==> src/rtl/bvem_pkg.sv <==
// bvem_pkg: shared types and constants of the battery voltage ema monitor
// holds the state and operation enums, the command/status structs and register indexes
// no dependencies
package bvem_pkg;

    // stream payload widths
    localparam int unsigned NOW_W     = 32;
    localparam int unsigned PIN_W     = 13;
    localparam int unsigned MV_W      = 16;
    localparam int unsigned FILT_W    = 24;
    localparam int unsigned TOTAL_W   = 20;
    localparam int unsigned PROD_W    = 41;
    localparam int unsigned S_TDATA_W = 48;
    localparam int unsigned M_TDATA_W = 24;

    // apb register map
    localparam int unsigned PADDR_W = 5;
    localparam int unsigned PDATA_W = 32;

    typedef enum logic [2:0] {
        REG_SAMPLE_INTERVAL = 3'd0,
        REG_DIVIDER_SCALE   = 3'd1,
        REG_EMA_ALPHA       = 3'd2,
        REG_LOW_START       = 3'd3,
        REG_ALTERNATOR_MIN  = 3'd4,
        REG_MOCK_ENABLE     = 3'd5,
        REG_MOCK_MV         = 3'd6
    } reg_idx_t;

    typedef struct packed {
        logic [15:0] sample_interval_ms;
        logic [15:0] divider_scale_q8;
        logic [15:0] ema_alpha_q16;
        logic [15:0] low_start_mv;
        logic [15:0] alternator_min_mv;
        logic        mock_enable;
        logic [15:0] mock_mv;
    } cfg_t;

    typedef enum logic [3:0] {
        ST_IDLE,
        ST_CHECK,
        ST_SCALE,
        ST_SAT,
        ST_WARM,
        ST_EMA_A,
        ST_EMA_B,
        ST_EMA_C,
        ST_DIVIDE,
        ST_RESULT
    } state_t;

    typedef enum logic [3:0] {
        OP_NONE,
        OP_LOAD,
        OP_CHECK,
        OP_SCALE,
        OP_SAT,
        OP_WARM,
        OP_EMA_A,
        OP_EMA_B,
        OP_EMA_C,
        OP_DIVIDE
    } op_t;

    typedef struct packed {
        op_t  op;
        logic in_ready;
        logic out_load;
    } cmd_t;

    typedef struct packed {
        logic elapsed;
        logic mock;
        logic warm;
        logic warm_last;
    } status_t;

endpackage

==> src/rtl/bvem_ctrl.sv <==
// bvem_ctrl: sequencing state machine of the battery voltage ema monitor
// steps one item through check, scale, warm-up or ema, divide and result
// depends on bvem_pkg
module bvem_ctrl
    import bvem_pkg::*;
(
    input  logic    aclk,
    input  logic    aresetn,
    input  logic    in_valid,
    input  logic    out_free,
    input  status_t status,
    output cmd_t    cmd
);

    state_t state_reg;
    state_t state_next;

    // state register
    always_ff @(posedge aclk) begin
        if (!aresetn) begin
            state_reg <= ST_IDLE;
        end else begin
            state_reg <= state_next;
        end
    end

    // next state and commands
    always_comb begin
        state_next   = state_reg;
        cmd.op       = OP_NONE;
        cmd.in_ready = 1'b0;
        cmd.out_load = 1'b0;
        case (state_reg)
            ST_IDLE: begin
                cmd.in_ready = 1'b1;
                if (in_valid) begin
                    cmd.op     = OP_LOAD;
                    state_next = ST_CHECK;
                end
            end
            ST_CHECK: begin
                cmd.op = OP_CHECK;
                if (status.elapsed && !status.mock) begin
                    state_next = ST_SCALE;
                end else begin
                    state_next = ST_RESULT;
                end
            end
            ST_SCALE: begin
                cmd.op     = OP_SCALE;
                state_next = ST_SAT;
            end
            ST_SAT: begin
                cmd.op     = OP_SAT;
                state_next = status.warm ? ST_WARM : ST_EMA_A;
            end
            ST_WARM: begin
                cmd.op     = OP_WARM;
                state_next = status.warm_last ? ST_DIVIDE : ST_RESULT;
            end
            ST_EMA_A: begin
                cmd.op     = OP_EMA_A;
                state_next = ST_EMA_B;
            end
            ST_EMA_B: begin
                cmd.op     = OP_EMA_B;
                state_next = ST_EMA_C;
            end
            ST_EMA_C: begin
                cmd.op     = OP_EMA_C;
                state_next = ST_RESULT;
            end
            ST_DIVIDE: begin
                cmd.op     = OP_DIVIDE;
                state_next = ST_RESULT;
            end
            ST_RESULT: begin
                if (out_free) begin
                    cmd.out_load = 1'b1;
                    state_next   = ST_IDLE;
                end
            end
            default: begin
                state_next = ST_IDLE;
            end
        endcase
    end

endmodule

==> src/rtl/bvem_dp.sv <==
// bvem_dp: datapath of the battery voltage ema monitor
// filter state, shared multiplier, warm-up sum and reciprocal multiply for the warm-up mean
// depends on bvem_pkg
module bvem_dp
    import bvem_pkg::*;
#(
    parameter int unsigned WARMUP_SAMPLES = 6
) (
    input  logic                     aclk,
    input  logic                     aresetn,
    input  cmd_t                     cmd,
    input  cfg_t                     cfg,
    input  logic [NOW_W-1:0]         in_now_ms,
    input  logic signed [PIN_W-1:0]  in_pin_mv,
    output status_t                  status,
    output logic                     res_sample_taken,
    output logic [MV_W-1:0]          res_filtered_mv,
    output logic                     res_reading_valid,
    output logic                     res_low_for_start,
    output logic                     res_alternator_charging
);

    localparam int unsigned SEEN_W = $clog2(WARMUP_SAMPLES + 1);
    localparam logic [SEEN_W-1:0] SEEN_FULL = SEEN_W'(WARMUP_SAMPLES);
    localparam logic [SEEN_W-1:0] SEEN_LAST = SEEN_W'(WARMUP_SAMPLES - 1);

    // warm-up mean floor(total * 256 / n) as (total * ceil(2^(28+l) / n)) >> (20 + l),
    // l = ceil(log2 n); exact for every 20-bit total
    localparam int unsigned MEAN_L     = $clog2(WARMUP_SAMPLES);
    localparam int unsigned MEAN_SHIFT = TOTAL_W + MEAN_L;
    localparam int unsigned RECIP_W    = TOTAL_W + 9;
    localparam int unsigned MEAN_W     = TOTAL_W + RECIP_W;
    localparam logic [63:0] RECIP_FULL =
        ((64'd1 << (TOTAL_W + 8 + MEAN_L)) + 64'(WARMUP_SAMPLES) - 64'd1)
        / 64'(WARMUP_SAMPLES);
    localparam logic [RECIP_W-1:0] RECIP = RECIP_FULL[RECIP_W-1:0];

    // model state
    logic [NOW_W-1:0]   last_reg, last_next;
    logic [FILT_W-1:0]  filt_reg, filt_next;
    logic [TOTAL_W-1:0] total_reg, total_next;
    logic [SEEN_W-1:0]  seen_reg, seen_next;
    logic               valid_reg, valid_next;
    logic               taken_reg, taken_next;

    // working registers
    logic [NOW_W-1:0]        now_reg, now_next;
    logic signed [PIN_W-1:0] pin_reg, pin_next;
    logic [PROD_W-1:0]       prod_reg, prod_next;
    logic [PROD_W-1:0]       acc_reg, acc_next;
    logic [MV_W-1:0]         mv_reg, mv_next;

    logic [NOW_W-1:0]   delta;
    logic               elapsed;
    logic [11:0]        pin_clamp;
    logic [FILT_W-1:0]  mul_a;
    logic [16:0]        mul_b;
    logic [PROD_W-1:0]  mul_out;
    logic [MV_W-1:0]    mv_sat;
    logic [TOTAL_W-1:0] total_sum;
    logic [PROD_W-1:0]  ema_sum;
    logic [MEAN_W-1:0]  mean_prod;
    logic [MEAN_W-1:0]  mean_q;

    // interval check, modulo 2^32
    assign delta   = now_reg - last_reg;
    assign elapsed = delta >= {16'h0000, cfg.sample_interval_ms};

    // shared multiplier operand select
    assign pin_clamp = pin_reg[PIN_W-1] ? 12'd0 : pin_reg[11:0];
    always_comb begin
        case (cmd.op)
            OP_EMA_A: begin
                mul_a = filt_reg;
                mul_b = 17'h10000 - {1'b0, cfg.ema_alpha_q16};
            end
            OP_EMA_B: begin
                mul_a = {8'h00, mv_reg};
                mul_b = {1'b0, cfg.ema_alpha_q16};
            end
            default: begin
                mul_a = {12'h000, pin_clamp};
                mul_b = {1'b0, cfg.divider_scale_q8};
            end
        endcase
    end
    assign mul_out = mul_a * mul_b;

    // scaled reading, saturated to 16 bits
    assign mv_sat = (|prod_reg[27:24]) ? 16'hFFFF : prod_reg[23:8];

    assign total_sum = total_reg + {4'h0, mv_reg};
    assign ema_sum   = acc_reg + {prod_reg[32:0], 8'h00} + 41'd32768;

    // warm-up mean by constant reciprocal
    assign mean_prod = total_reg * RECIP;
    assign mean_q    = mean_prod >> MEAN_SHIFT;

    // next state of all registers
    always_comb begin
        last_next  = last_reg;
        filt_next  = filt_reg;
        total_next = total_reg;
        seen_next  = seen_reg;
        valid_next = valid_reg;
        taken_next = taken_reg;
        now_next   = now_reg;
        pin_next   = pin_reg;
        prod_next  = prod_reg;
        acc_next   = acc_reg;
        mv_next    = mv_reg;
        case (cmd.op)
            OP_LOAD: begin
                now_next = in_now_ms;
                pin_next = in_pin_mv;
            end
            OP_CHECK: begin
                taken_next = elapsed;
                if (elapsed) begin
                    last_next = now_reg;
                    if (cfg.mock_enable) begin
                        filt_next  = {cfg.mock_mv, 8'h00};
                        valid_next = 1'b1;
                        total_next = '0;
                        seen_next  = SEEN_FULL;
                    end
                end
            end
            OP_SCALE: begin
                prod_next = mul_out;
            end
            OP_SAT: begin
                mv_next = mv_sat;
            end
            OP_WARM: begin
                total_next = total_sum;
                seen_next  = seen_reg + 1'b1;
            end
            OP_EMA_A: begin
                prod_next = mul_out;
            end
            OP_EMA_B: begin
                acc_next  = prod_reg;
                prod_next = mul_out;
            end
            OP_EMA_C: begin
                filt_next = ema_sum[39:16];
            end
            OP_DIVIDE: begin
                filt_next  = mean_q[FILT_W-1:0];
                valid_next = 1'b1;
            end
            default: begin
            end
        endcase
    end

    // filter state registers
    always_ff @(posedge aclk) begin
        if (!aresetn) begin
            last_reg  <= '0;
            filt_reg  <= '0;
            total_reg <= '0;
            seen_reg  <= '0;
            valid_reg <= 1'b0;
            taken_reg <= 1'b0;
        end else begin
            last_reg  <= last_next;
            filt_reg  <= filt_next;
            total_reg <= total_next;
            seen_reg  <= seen_next;
            valid_reg <= valid_next;
            taken_reg <= taken_next;
        end
    end

    // working registers
    always_ff @(posedge aclk) begin
        now_reg  <= now_next;
        pin_reg  <= pin_next;
        prod_reg <= prod_next;
        acc_reg  <= acc_next;
        mv_reg   <= mv_next;
    end

    // status to the controller
    assign status.elapsed   = elapsed;
    assign status.mock      = cfg.mock_enable;
    assign status.warm      = seen_reg < SEEN_FULL;
    assign status.warm_last = seen_reg == SEEN_LAST;

    // result fields from the current state
    assign res_sample_taken        = taken_reg;
    assign res_filtered_mv         = filt_reg[FILT_W-1:8];
    assign res_reading_valid       = valid_reg;
    assign res_low_for_start       = !valid_reg || (filt_reg[FILT_W-1:8] < cfg.low_start_mv);
    assign res_alternator_charging = valid_reg &&
                                     (filt_reg[FILT_W-1:8] >= cfg.alternator_min_mv);

    // once valid, the filter stays valid
    assert property (@(posedge aclk) disable iff (!aresetn) valid_reg |=> valid_reg)
        else $error("filter valid flag dropped");

    // warm-up count never passes the warm-up length
    assert property (@(posedge aclk) disable iff (!aresetn) seen_reg <= SEEN_FULL)
        else $error("warm-up count out of range");

    // filter holds zero until a first value is available
    assert property (@(posedge aclk) disable iff (!aresetn) !valid_reg |-> filt_reg == '0)
        else $error("filter written before valid");

endmodule

==> src/rtl/battery_voltage_ema_monitor_top.sv <==
// path from input accept to the result register, ending in result: check alone when the
// interval has not elapsed or mock mode is on; check, scale, saturate and warm-up during
// warm-up, plus divide on the last warm-up item (mean by reciprocal multiply); check, scale,
// saturate and ema a, b, c on the ema path (one shared multiplier, used three times)
// one item at a time, taken in idle; a result waiting on m_tready holds the next one back
// aresetn (synchronous, active low) restores register defaults and clears the filter state
// battery_voltage_ema_monitor_top: stream ports, apb registers and result register
// depends on bvem_pkg, bvem_ctrl, bvem_dp
module battery_voltage_ema_monitor_top
    import bvem_pkg::*;
#(
    parameter int unsigned WARMUP_SAMPLES = 6
) (
    input  logic                 aclk,
    input  logic                 aresetn,
    // item in
    input  logic                 s_tvalid,
    output logic                 s_tready,
    input  logic [S_TDATA_W-1:0] s_tdata,   // now_ms[31:0], pin_mv[44:32], zero pad
    // item out
    output logic                 m_tvalid,
    input  logic                 m_tready,
    output logic [M_TDATA_W-1:0] m_tdata,   // sample_taken[0], filtered_mv[16:1],
                                            // reading_valid[17], low_for_start[18],
                                            // alternator_charging[19], zero pad
    // configuration
    input  logic                 psel,
    input  logic                 penable,
    input  logic                 pwrite,
    input  logic [PADDR_W-1:0]   paddr,
    input  logic [PDATA_W-1:0]   pwdata,
    output logic [PDATA_W-1:0]   prdata,
    output logic                 pready
);

    cfg_t     cfg_reg;
    reg_idx_t reg_idx;
    logic     cfg_write;

    cmd_t     cmd;
    status_t  status;
    logic     out_free;

    logic              res_sample_taken;
    logic [MV_W-1:0]   res_filtered_mv;
    logic              res_reading_valid;
    logic              res_low_for_start;
    logic              res_alternator_charging;

    logic                 m_tvalid_reg;
    logic [M_TDATA_W-1:0] m_tdata_reg;

    // register writes
    assign pready    = 1'b1;
    assign reg_idx   = reg_idx_t'(paddr[4:2]);
    assign cfg_write = psel && penable && pwrite;

    always_ff @(posedge aclk) begin
        if (!aresetn) begin
            cfg_reg.sample_interval_ms <= 16'd80;
            cfg_reg.divider_scale_q8   <= 16'd1536;
            cfg_reg.ema_alpha_q16      <= 16'd7864;
            cfg_reg.low_start_mv       <= 16'd12000;
            cfg_reg.alternator_min_mv  <= 16'd13200;
            cfg_reg.mock_enable        <= 1'b1;
            cfg_reg.mock_mv            <= 16'd14200;
        end else if (cfg_write) begin
            case (reg_idx)
                REG_SAMPLE_INTERVAL: cfg_reg.sample_interval_ms <= pwdata[15:0];
                REG_DIVIDER_SCALE:   cfg_reg.divider_scale_q8   <= pwdata[15:0];
                REG_EMA_ALPHA:       cfg_reg.ema_alpha_q16      <= pwdata[15:0];
                REG_LOW_START:       cfg_reg.low_start_mv       <= pwdata[15:0];
                REG_ALTERNATOR_MIN:  cfg_reg.alternator_min_mv  <= pwdata[15:0];
                REG_MOCK_ENABLE:     cfg_reg.mock_enable        <= pwdata[0];
                REG_MOCK_MV:         cfg_reg.mock_mv            <= pwdata[15:0];
                default: begin
                end
            endcase
        end
    end

    // register reads
    always_comb begin
        case (reg_idx)
            REG_SAMPLE_INTERVAL: prdata = {16'h0000, cfg_reg.sample_interval_ms};
            REG_DIVIDER_SCALE:   prdata = {16'h0000, cfg_reg.divider_scale_q8};
            REG_EMA_ALPHA:       prdata = {16'h0000, cfg_reg.ema_alpha_q16};
            REG_LOW_START:       prdata = {16'h0000, cfg_reg.low_start_mv};
            REG_ALTERNATOR_MIN:  prdata = {16'h0000, cfg_reg.alternator_min_mv};
            REG_MOCK_ENABLE:     prdata = {31'h0, cfg_reg.mock_enable};
            REG_MOCK_MV:         prdata = {16'h0000, cfg_reg.mock_mv};
            default:             prdata = '0;
        endcase
    end

    // controller
    assign out_free = !m_tvalid_reg || m_tready;

    bvem_ctrl u_ctrl (
        .aclk     (aclk),
        .aresetn  (aresetn),
        .in_valid (s_tvalid),
        .out_free (out_free),
        .status   (status),
        .cmd      (cmd)
    );

    // datapath
    bvem_dp #(
        .WARMUP_SAMPLES (WARMUP_SAMPLES)
    ) u_dp (
        .aclk                    (aclk),
        .aresetn                 (aresetn),
        .cmd                     (cmd),
        .cfg                     (cfg_reg),
        .in_now_ms               (s_tdata[31:0]),
        .in_pin_mv               (s_tdata[44:32]),
        .status                  (status),
        .res_sample_taken        (res_sample_taken),
        .res_filtered_mv         (res_filtered_mv),
        .res_reading_valid       (res_reading_valid),
        .res_low_for_start       (res_low_for_start),
        .res_alternator_charging (res_alternator_charging)
    );

    assign s_tready = cmd.in_ready;

    // result register
    always_ff @(posedge aclk) begin
        if (!aresetn) begin
            m_tvalid_reg <= 1'b0;
        end else if (cmd.out_load) begin
            m_tvalid_reg <= 1'b1;
        end else if (m_tready) begin
            m_tvalid_reg <= 1'b0;
        end
    end

    always_ff @(posedge aclk) begin
        if (cmd.out_load) begin
            m_tdata_reg <= {4'h0, res_alternator_charging, res_low_for_start,
                            res_reading_valid, res_filtered_mv, res_sample_taken};
        end
    end

    assign m_tvalid = m_tvalid_reg;
    assign m_tdata  = m_tdata_reg;

endmodule
==> config.mk <==
export PLATFORM = sky130hd
export DESIGN_NAME = battery_voltage_ema_monitor_top
export DESIGN_NICKNAME = d
export VERILOG_FILES = /design/src/rtl/bvem_pkg.sv /design/src/rtl/bvem_ctrl.sv /design/src/rtl/bvem_dp.sv /design/src/rtl/battery_voltage_ema_monitor_top.sv
export SDC_FILE = /design/constraint.sdc
export NUM_CORES = 2
export LEC_CHECK = 0
export BUFFER_PORTS_ARGS = -buffer_cell sky130_fd_sc_hd__buf_2
export CAP_MARGIN = 30
export CORE_MARGIN = 2
export CORE_UTILIZATION = 40
export CTS_CLUSTER_DIAMETER = 40
export DETAILED_ROUTE_END_ITERATION = 12
export SKIP_CTS_REPAIR_TIMING = 1
export SLEW_MARGIN = 15
export SYNTH_ARGS = -nofsm -noshare
export SYNTH_HDL_FRONTEND = slang
export SYNTH_SLANG_ARGS = --single-unit
==> constraint.sdc <==
create_clock -name aclk -period 20.3 [get_ports aclk]
set_clock_uncertainty 0.15 [all_clocks]
set_input_delay 3.045 -clock aclk [delete_from_list [all_inputs] [get_ports aclk]]
set_output_delay 3.045 -clock aclk [all_outputs]
set_load 0.02 [all_outputs]
==> flow_summary.toml <==
[worst_setup_path]
crit_fanout = 12
crit_slowest_cell = "o21ai_1"
cp-start-kind = "primary input"
critical_path_arrival_ps = 10810
cp-end-kind = "register"
r2r_end = "u_dp.prod_reg[35]"
reg2reg_slack_ps = 10460
path_class = "in -> reg"
critical_path.most_common_cell = "fa_1"
reg2regPathDepth = 31
worstPathRequired_ps = 20640
r2r-start = "cfg_reg[50]"
max_stage_delay_ps = 710

[power]
switching_share_pct = 35.3
p_leak_uw = 0.0196
p_int_uw = 1580
power_density_nw_per_um2 = 58.0
pwr-share-comb_pct = 25.2
p_total_uw = 2430
ir_worst_vdd_mv = 0.0850
netSwitchingPower_uw = 859
p_clk_share_pct = 40.5
seq_power_share_pct = 34.3

[die]
io_pins = 151
dieWidth_um = 313
row_count = 113
die_area_sq_um = 97700
core_sq_um = 94700
die_h_um = 313
start_util_pct = 40.2

[timing]
hold_viol = 0
final.period_utilization_pct = 51.6
fin_tns_setup_ps = 0
final.min_clock_period_ps = 10480
slew_viol_final = 0
rsz0062_at_grt = "no"
tightestPinTransition_ps = 1060
fmax_mhz = 95.4
relSlewSlack_pct = 29.6
setup_viol = 0

[detailed_routing]
num_vias = 30600
wire_per_inst_um = 20.0
drc = 0
viasPerCell = 5.43
drtAntennaViolNets = 0
wl_um = 113000
drt_iter0_markers = 2583
dr.pass1.iters = 7

[logic_synthesis]
yosys_warnings = 0
syn_area_sq_um = 38100
synth_common_cells = "718 x inv_1, 584 x nand2_1, 453 x fa_1"
postSynth.asyncResetShare_pct = 0
ys_ff_latch = 336
synth_most_common_cell = "inv_1"
synth.distinct_cells = 84
synth_top_area_cell = "fa_1"
synth_cells = 4279
synthFlopType = "dfxtp_1"
syn_avg_cell_area_sq_um = 8.90
synth_edf_count = 153
synthTopCellsByArea = "fa_1 24%, ha_1 14%, edfxtp_1 12%, dfxtp_1 9.6%, inv_1 7.1%"
synth-seq-area-share_pct = 21.7
synth_top_area_share_pct = 23.8

[worst_hold_path]
hold_depth = 0
hold_path_startpoint = "u_dp.prod_reg[38]"
holdPathEnd = "u_dp.acc_reg[38]"
hold_class = "reg -> reg"

[grt]
grt_pass1_vias = 30200
grt_overflow = 0
grt_max_degree = 91
grt_usage_pct = 23.2
grt_antenna_before_repair = 1
grt_pass1_wl_um = 177000

[status]
outcome = "completed"

[finish]
nets = 5302
fin_area_sq_um = 42000
largest_register_ffs = 97
area_growth_pct = 10.2
drive_above_1_share_pct = 7.47

[clock_network]
cts_tree = "built"
clock_latency_ps = 670
cts.clk_slew.worst_paths_ps = 60
root_buffer = "clkbuf_16"
clock_path_buffers = 3
numCtsBuffers = 57
cts.sinks = 336
htreeDepth = 2

[flow_run]
max-cap-violations = 0

[placed_design]
gp_congestion = 0.928
io_buffer_count = 108
placed_cell_area_sq_um = 40000
dp.final_hpwl_um = 87600
## metrics by stage
step	hold WS (ps)	setup WS (ps)	util, %	std cells
after global routing	274	9420	44.3	5641
after floorplan	250	10090	-	4298
after global placement	253	9200	42.1	5526
after CTS	267	9850	44.3	5640
final	268	9820	44.3	5642
after detailed placement	255	9220	42.2	5532
## critical path: cells and delay by family
kind,cells,cell delay [ps]
AOI/OAI and AO/OA,6,2110
and+or+nand+nor,8,1500
buffers and inverters,7,640
adders and majority gates,7,3500
## worst max-delay path by stage
stage / startpoint / to
floorplan: s_tvalid / u_dp.prod_reg[39]
global placement: s_tvalid / u_dp.prod_reg[32]
detailed placement: s_tvalid / u_dp.prod_reg[38]
CTS: s_tvalid / u_dp.prod_reg[38]
global route: s_tvalid / u_dp.prod_reg[32]
finish: s_tvalid / u_dp.prod_reg[38]
## power by group through the flow
stage               Clock (uW)  Combinational [uW]  Sequential (uW)
floorplan                    0                 439              798
global placement             0                 596              843
detailed placement           0                 606              843
CTS                        997                 611              830
global route              1030                 685              835
finish                     985                 614              834
## cell usage in the layout (no fill, tap or decap), drive strengths merged, types with 25 or more instances in the layout
master / synthesis / routed
xor2: 35 / 35
a31oi: 39 / 39
or3: 29 / 29
o21ai: 121 / 121
nand4: 25 / 25
inv: 718 / 735
buf: 46 / 171
edfxtp: 153 / 153
mux2i: 36 / 36
nand2: 587 / 587
fa: 453 / 453
ha: 430 / 430
xnor2: 81 / 81
a21o: 62 / 62
nor2: 271 / 271
o21a: 42 / 42
nor3: 41 / 41
dfxtp: 183 / 183
a22oi: 33 / 33
a21oi: 266 / 266
o211ai: 25 / 25
a311oi: 29 / 29
nand3: 91 / 91
clkbuf: 155 / 61
nand2b: 43 / 43
## routing by layer
metal,track usage (%),part of all wire (%),wire (um)
met1,33.2,45,50500
met2,36.7,45,51300
met3,3.45,7.3,8240
met4,6.15,2.5,2860
met5,0,0,0
## cells by family (layout without fill, tap and decap cells)
group,after synthesis,after routing,synth area share (%)
xor gates and xnor gates,116,116,2.67
buffers and inverters,920,998,9.33
adders and majority gates,883,883,37.9
other,2,22,0.0197
AOI/OAI and AO/OA,778,778,13.2
muxes,44,44,1.30
and+or+nand+nor,1200,1200,13.9
DFF,336,336,21.7
## cell type report
class / count / area (sq um)
clock inverters: 47 / 542
well taps: 1265 / 1580
flip-flops and latches: 336 / 8260
multi-input cells: 3042 / 26400
diodes: 1 / 2.50
repair buffers: 171 / 1040
inverters: 719 / 2700
clock buffers: 61 / 1450
fillers: 9286 / 52800
(Power assumes the default switching activity.)
